==> src/sv/chpe_pkg.sv <==
// shared constants and types of the complex horner polynomial evaluator
// no dependencies
package chpe_pkg;

    localparam int MAX_TERMS = 16;
    localparam int ADDR_W    = $clog2(MAX_TERMS);
    localparam int IDX_W     = 4;
    localparam int DEG_W     = 4;
    localparam int DATA_W    = 32;

    localparam logic OP_LOAD = 1'b0;
    localparam logic OP_EVAL = 1'b1;

    // controller to datapath
    typedef struct packed {
        logic start;    // latch z, clear result and flag, load step counter
        logic load;     // write one coefficient
        logic cfg_wr;   // write degree
        logic mul;      // form the four partial products
        logic acc;      // combine, add coefficient, step counter
        logic put;      // move result into output register
    } t_dp_cmd;

    // datapath to controller
    typedef struct packed {
        logic last;     // step counter at power zero
    } t_dp_sts;

endpackage

==> src/sv/chpe_ctrl.sv <==
// sequencer of the evaluator: handshakes and step order
// depends on chpe_pkg
module chpe_ctrl (
    input  logic              i_clk,
    input  logic              i_rst_n,
    input  logic              i_in_valid,
    input  logic              i_in_op,
    output logic              o_in_ready,
    output logic              o_out_valid,
    input  logic              i_out_ready,
    input  logic              i_cfg_valid,
    output logic              o_cfg_ready,
    input  chpe_pkg::t_dp_sts i_sts,
    output chpe_pkg::t_dp_cmd o_cmd
);

    typedef enum logic [3:0] {
        S_IDLE = 4'b0001,
        S_MUL  = 4'b0010,
        S_ACC  = 4'b0100,
        S_PUT  = 4'b1000
    } t_state;

    t_state r_state, n_state;
    logic   r_out_valid, n_out_valid;
    logic   w_in_acc;
    logic   w_put;

    assign o_in_ready  = (r_state == S_IDLE);
    assign o_cfg_ready = 1'b1;
    assign o_out_valid = r_out_valid;
    assign w_in_acc    = i_in_valid && o_in_ready;
    // result register free or being emptied this cycle
    assign w_put       = (r_state == S_PUT) && (!r_out_valid || i_out_ready);

    always_comb begin
        n_state = r_state;
        unique case (r_state)
            S_IDLE: begin
                if (w_in_acc && (i_in_op == chpe_pkg::OP_EVAL)) begin
                    n_state = S_MUL;
                end
            end
            S_MUL: n_state = S_ACC;
            S_ACC: n_state = i_sts.last ? S_PUT : S_MUL;
            S_PUT: begin
                if (w_put) begin
                    n_state = S_IDLE;
                end
            end
            default: n_state = S_IDLE;
        endcase
    end

    always_comb begin
        if (w_put) begin
            n_out_valid = 1'b1;
        end else if (i_out_ready) begin
            n_out_valid = 1'b0;
        end else begin
            n_out_valid = r_out_valid;
        end
    end

    always_comb begin
        o_cmd        = '0;
        o_cmd.start  = w_in_acc && (i_in_op == chpe_pkg::OP_EVAL);
        o_cmd.load   = w_in_acc && (i_in_op == chpe_pkg::OP_LOAD);
        o_cmd.cfg_wr = i_cfg_valid;
        o_cmd.mul    = (r_state == S_MUL);
        o_cmd.acc    = (r_state == S_ACC);
        o_cmd.put    = w_put;
    end

    always_ff @(posedge i_clk) begin
        if (!i_rst_n) begin
            r_state     <= S_IDLE;
            r_out_valid <= 1'b0;
        end else begin
            r_state     <= n_state;
            r_out_valid <= n_out_valid;
        end
    end

endmodule

==> config.mk <==
export PLATFORM = sky130hd
export DESIGN_NAME = chpe_ctrl
export DESIGN_NICKNAME = d
export VERILOG_FILES = /design/src/sv/chpe_pkg.sv /design/src/sv/chpe_ctrl.sv
export SDC_FILE = /design/constraint.sdc
export NUM_CORES = 1
export LEC_CHECK = 0
export ABC_AREA = 0
export BUFFER_PORTS_ARGS = -buffer_cell sky130_fd_sc_hd__buf_2
export CORE_AREA = 3 3 40 42
export CTS_BUF_LIST = sky130_fd_sc_hd__clkbuf_4 sky130_fd_sc_hd__clkbuf_8
export DETAILED_ROUTE_END_ITERATION = 10
export DIE_AREA = 0 0 43 45
export SKIP_LAST_GASP = 1
export SYNTH_ARGS = -nofsm -noshare
export SYNTH_HDL_FRONTEND = slang
export SYNTH_SLANG_ARGS = --single-unit
==> constraint.sdc <==
create_clock -name i_clk -period 1.36 [get_ports i_clk]
set_clock_uncertainty 0.05 [all_clocks]
set_input_delay 0.136 -clock i_clk [delete_from_list [all_inputs] [get_ports i_clk]]
set_output_delay 0.136 -clock i_clk [all_outputs]
set_load 0.005 [all_outputs]
==> results of run 1 <==
==> registers in the layout (all words and copies together), names as in the netlist <==
signal       flops
o_out_valid      1
r_state          4
==> worst max-delay path: stages (launching register included) <==
cell and delay, ps:
dfxtp_2 320, or4b_4 560, clkinv_4 70, and3_1 120, buf_2 100
==> power by group <==
| group | leakage (nW) | switching (W) | internal [W] |
|---|---|---|---|
| Combinational | 0.195 | 0.000107 | 0.000161 |
| Clock | 0.0184 | 0.0000660 | 0.000131 |
| Sequential | 0.0412 | 0.0000145 | 0.000165 |
| Total | 0.255 | 0.000187 | 0.000457 |
==> Yosys cell counts, drive strengths merged <==
library cell,instances
o21a,1
o211a,1
clkinv,1
o21ai,1
nor2b,2
and3,1
and2,1
or4b,1
nand2,3
nand2b,1
nor2,1
conb,1
nor4b,3
buf,3
nor3,1
a21o,1
a21oi,2
dfxtp,5
==> layout make-up <==
class	count	area, sq um	area share, %
clock buffer	4	30.0	5.93
inverter	1	8.76	1.73
multi-input combinational	21	181	35.8
sequential	5	104	20.5
tap	15	18.8	3.70
timing repair buffer	24	164	32.3
==> logic make-up after synthesis <==
logic type | share of synthesized area, %
AOI/OAI and AO/OA | 15.4
buffers and inverters | 9.69
and+or+nand+nor | 38.3
other | 1.32
DFF | 35.2
==> stage by stage <==
step                      worst slack (ps)  hold slack, ps  util [%]  cells  setup TNS [ps]
final                                 -241             108      39.4     70           -1520
after global routing                  -293             113      39.4     70           -1980
after CTS                             -235             104      38.2     69           -1150
after detailed placement             -47.2             222      30.6     61           -76.7
after global placement               -27.9             222      30.6     61           -34.9
after floorplan                       20.5             204         -     30               0
==> path summary, 6_finish.rpt <==
path,cells past startpoint,to,slack [ps],from
worst max-delay path,4,o_cmd[5],-240,r_state[2]$_SDFFE_PN0P_
worst max register to register,4,r_state[2]$_SDFFE_PN0P_,-180,r_state[2]$_SDFFE_PN0P_
worst min-delay path,3,r_state[3]$_SDFFE_PN0P_,110,i_sts
worst min register to register,2,o_out_valid$_SDFFE_PN0P_,610,o_out_valid$_SDFFE_PN0P_
==> routing by layer <==
metal | vias to the layer above | global-route usage [%] | part of all wire [%]
met1 | 125 | 9.42 | 44
met3 | 2 | 2.79 | 8.2
met4 | 0 | 5.42 | 1.3
met5 | - | 0 | 0
li1 | 151 | - | -
met2 | 17 | 12.6 | 47
==> repair_timing <==
action	4_1_cts	5_1_grt
setup buffers	4	1
gates resized for setup	7	3
pin swaps	3	2
setup endpoints to repair	7	10
hold buffers	0	0
==> run summary, run 1 <==
number of pins with negative max-slew slack in the final report: 0
chip width: 43 um
most common cell after layout, fill and taps aside: buf_2
post-place instance area: 393 sq um
Worst Slack Setup Final: -241 ps
FF+latch count, synth: 5
number of inserted diodes: 0
initial standard-cell utilization of the core: 22.1%
Critical Path Fanout Max: 3
number of cell rows: 13
total power density per cell area: 1270 nW/um^2
max frequency: 0.624 GHz
share of cells above drive strength 1: 67.3%
required time reported for the critical path endpoint: 1170 ps
via count of the first global-routing pass: 273
share of the synthesized area in the top cell type: 35.2%
number of antenna violations at the first check in global routing: 0
Max IR drop VDD: 0.000539 V
Total Die Area: 1940 sq um
CP endpoint kind: output pin
post-route fraction of the period consumed by the critical path: 118%
average via count per standard cell: 4.21
leakage power summed over all cells: 0.255 nW
setup repair after global routing missed its margin: true
layout overhead on the synthesized area: 78.4%
maximum number of pins on one net before global-route repair: 4
number of buffers on the longest clock path: 2
distinct cell type count after synthesis: 19
number of cells produced by synthesis: 30
Synth area leaders: dfxtp_1 35%, nor4b_2 11%, buf_4 7.9%
Design Power: 0.000644 W
commonest cells after routing, fill and taps aside: 11 x buf_2, 10 x buf_4, 4 x clkbuf_4
number of nets produced by synthesis: 37
count of yosys warnings during synthesis: 0
fillers: 131
Global Route Usage Sum: 8.08%
post-synthesis area per instance: 9.47 sq um
clock tree from TritonCTS: yes
Antenna Nets Post-Route: 0
clock root buffer master: clkbuf_4
count of port buffers added during placement: 12
violated checks: setup timing
maximum level of the CTS H-tree: 1
drt pass-1 iters: 4
# Max-Cap Violations: 0
Data arrival, critical path: 1420 ps
total vias in the final route: 295
die height: 45 um
DRT iter0 DRCs: 5
Hold Crit Class: input pin to flip-flop
run status: finished, violations left
overall routed net length: 780 um
number of buffers inserted during clock tree synthesis: 3
core box area: 1280 sq um
placed wire-length estimate after detailed placement: 490 um
placer congestion estimate: 0.711
wire length of the first global-routing pass: 1120 um
CP Launch Type: flip-flop
routed length per placed instance: 11.1 um
DRC: 0
Final min period: 1600 ps
residual overflow from global routing: 0
net count of the finished layout: 63
most area-hungry cell type in the Yosys netlist: dfxtp_1
clock sink count: 5
post-synthesis instance area: 284 sq um
critical path class: flip-flop to output pin
number of endpoints failing setup at the final stage: 9
Final Hold Viols: 0
CTS clk-pin slew, worst paths: 40 ps
post-layout instance area: 507 sq um
I/O pin count: 16
Clock Latency Late Sink: 240 ps
register area share after synthesis: 35.2%
(Power assumes the default switching activity.)
==> inputs of run 2 (changes only) <==
--- a/config.mk
+++ b/config.mk
@@ -6,7 +6,7 @@
 export NUM_CORES = 1
 export LEC_CHECK = 0
 export ABC_AREA = 0
-export BUFFER_PORTS_ARGS = -buffer_cell sky130_fd_sc_hd__buf_2
+export BUFFER_PORTS_ARGS = -buffer_cell sky130_fd_sc_hd__buf_4
 export CORE_AREA = 3 3 40 42
 export CTS_BUF_LIST = sky130_fd_sc_hd__clkbuf_4 sky130_fd_sc_hd__clkbuf_8
 export DETAILED_ROUTE_END_ITERATION = 10
==> constraint.sdc (replaced) <==
create_clock -name i_clk -period 1.36 [get_ports i_clk]
set_clock_uncertainty 0.05 [all_clocks]
set_input_delay 0.136 -clock i_clk [delete_from_list [all_inputs] [get_ports i_clk]]
set_output_delay 0.136 -clock i_clk [all_outputs]
set_load 0.05 [all_outputs]
==> run 2 against run 1 <==
Setup slack worse by 110 ps. Sequential power is 2% lower. Hold slack worse by 17 ps. Sequential share of layout area is 3.6 points lower. Clock power hardly changed. The flow still finishes with violations (setup timing). Via count is 4.4% higher. Maximum frequency is 6.4% lower. Combinational power is 70% higher.
==> run summary, run 2 (synthesized netlist as in run 1, its figures left out) <==
Hold Crit Class: input pin to flip-flop
CTS clk-pin slew, worst paths: 50 ps
setup slack of the most critical reg-to-reg path: -270 ps
hold buffers post-CTS: 0
post-route fraction of the period consumed by the critical path: 126%
Total Die Area: 1940 sq um
Global Route Usage Sum: 11.1%
WHS Path Cells: 3
Final min period: 1710 ps
number of cell rows: 13
FF-to-FF End: r_state[0]$_SDFFE_PN1P_
core box area: 1280 sq um
number of pins with negative max-slew slack in the final report: 0
relative contribution of sequential cells to total power: 21.1%
average via count per standard cell: 4.34
most common cell after layout, fill and taps aside: buf_4
initial standard-cell utilization of the core: 22.1%
die height: 45 um
Max IR drop VDD: 0.000811 V
number of buffers on the longest clock path: 2
placer congestion estimate: 0.730
fillers: 119
Switching Fraction: 37.0%
number of antenna violations at the first check in global routing: 0
Largest register FFs: 4
reported net switching power: 0.000306 W
worst hold start: i_sts
origin of the critical flop-to-flop path: r_state[1]$_SDFFE_PN0P_
number of buffers inserted during clock tree synthesis: 3
DRC: 0
required time reported for the critical path endpoint: 1170 ps
share of cells above drive strength 1: 76.8%
maximum level of the CTS H-tree: 1
Worst Slack Setup Final: -350 ps
most flop-heavy register: r_state
Clock Latency Late Sink: 250 ps
I/O pin count: 16
violated checks: setup timing
CP Launch Type: flip-flop
Logic pwr share: 54.9%
CP endpoint kind: output pin
utilization after layout: 48.3%
Critical Path Fanout Max: 3
total vias in the final route: 308
# Max-Cap Violations: 0
master of the slowest instance on the critical path: or4b_4
number of inserted diodes: 0
clock sink count: 5
drt pass-1 iters: 4
Data arrival, critical path: 1520 ps
placed wire-length estimate after detailed placement: 558 um
DRT iter0 DRCs: 2
wire length of the first global-routing pass: 1550 um
CP Cell Sequence: or4b_4 -> clkinv_8 -> and3_4 -> buf_8
layout overhead on the synthesized area: 119%
net count of the finished layout: 64
worst hold endpoint: r_state[3]$_SDFFE_PN0P_
internal power: 0.000522 W
number of endpoints failing setup at the final stage: 10
Max stage delay on crit path: 560 ps
Antenna Nets Post-Route: 0
total power density per cell area: 1330 nW/um^2
max frequency: 0.585 GHz
Final Hold Viols: 0
routed length per placed instance: 11.7 um
worst reg2reg path depth: 7
maximum number of pins on one net before global-route repair: 4
setup repair after global routing missed its margin: true
overall routed net length: 831 um
residual overflow from global routing: 0
run status: finished, violations left
clock tree from TritonCTS: yes
leakage power summed over all cells: 0.275 nW
clock root buffer master: clkbuf_4
count of port buffers added during placement: 12
sum of negative setup slack: -1800 ps
critical path class: flip-flop to output pin
commonest cells after routing, fill and taps aside: 17 x buf_4, 5 x buf_6, 4 x clkbuf_4, 4 x dfxtp_2, 3 x nor4b_4
chip width: 43 um
Clk pwr share: 24.0%
via count of the first global-routing pass: 326
==> run 2: what timing repair did <==
item / in CTS / in global routing
pin swaps: 3 / 2
setup endpoints to repair: 10 / 10
buffers inserted: 4 / 2
gates resized for setup: 13 / 3
==> run 2: layout make-up <==
| class | instances | area (sq um) | area share (%) |
|---|---|---|---|
| inverter | 1 | 16.3 | 2.62 |
| sequential | 5 | 105 | 16.9 |
| clock buffer | 4 | 30.0 | 4.84 |
| multi-input combinational | 21 | 216 | 34.9 |
| timing repair buffer | 25 | 234 | 37.7 |
| tap | 15 | 18.8 | 3.02 |
==> run 2: stage by stage <==
step	power (W)	cell area (sq um)	hold slack (ps)	std cells	worst slack [ps]
after floorplan	0.000412	337	204	30	-196
after global placement	0.000517	475	223	61	-118
after detailed placement	0.000517	475	223	61	-168
after CTS	0.000822	589	82.6	69	-364
after global routing	0.000885	621	86.6	71	-413
final	0.000828	621	90.3	71	-350
==> run 2: worst max-delay path by stage <==
stage                                  from       end  slack (ps)  cells after the start
floorplan           r_state[2]$_SDFFE_PN0P_  o_cmd[4]        -200                      4
detailed placement  r_state[1]$_SDFFE_PN0P_  o_cmd[0]        -170                      5
global route        r_state[2]$_SDFFE_PN0P_  o_cmd[5]        -410                      4
global placement    r_state[1]$_SDFFE_PN0P_  o_cmd[0]        -120                      5
finish              r_state[1]$_SDFFE_PN0P_  o_cmd[5]        -350                      4
CTS                 r_state[2]$_SDFFE_PN0P_  o_cmd[5]        -360                      4
==> run 2: critical path, delay by kind of cell (launching register included) <==
kind,cells,cell delay (ps)
AND/OR/NAND/NOR,2,730
buffers and inverters,2,210
flip-flops,1,320
==> run 2: power by group through the flow <==
stage	Sequential, W	Clock [W]	Combinational (W)
after global placement	0.000176	0	0.000341
after global routing	0.000177	0.000227	0.000481
after detailed placement	0.000175	0	0.000342
after CTS	0.000173	0.000209	0.000440
final	0.000175	0.000199	0.000455
after floorplan	0.000188	0	0.000224
==> run 2: metal layers <==
metal  global-route usage (%)  part of all wire [%]
met1                     12.5                    39
met2                     18.0                    52
met3                     6.37                   8.7
met4                     3.61                     0
met5                        0                     0
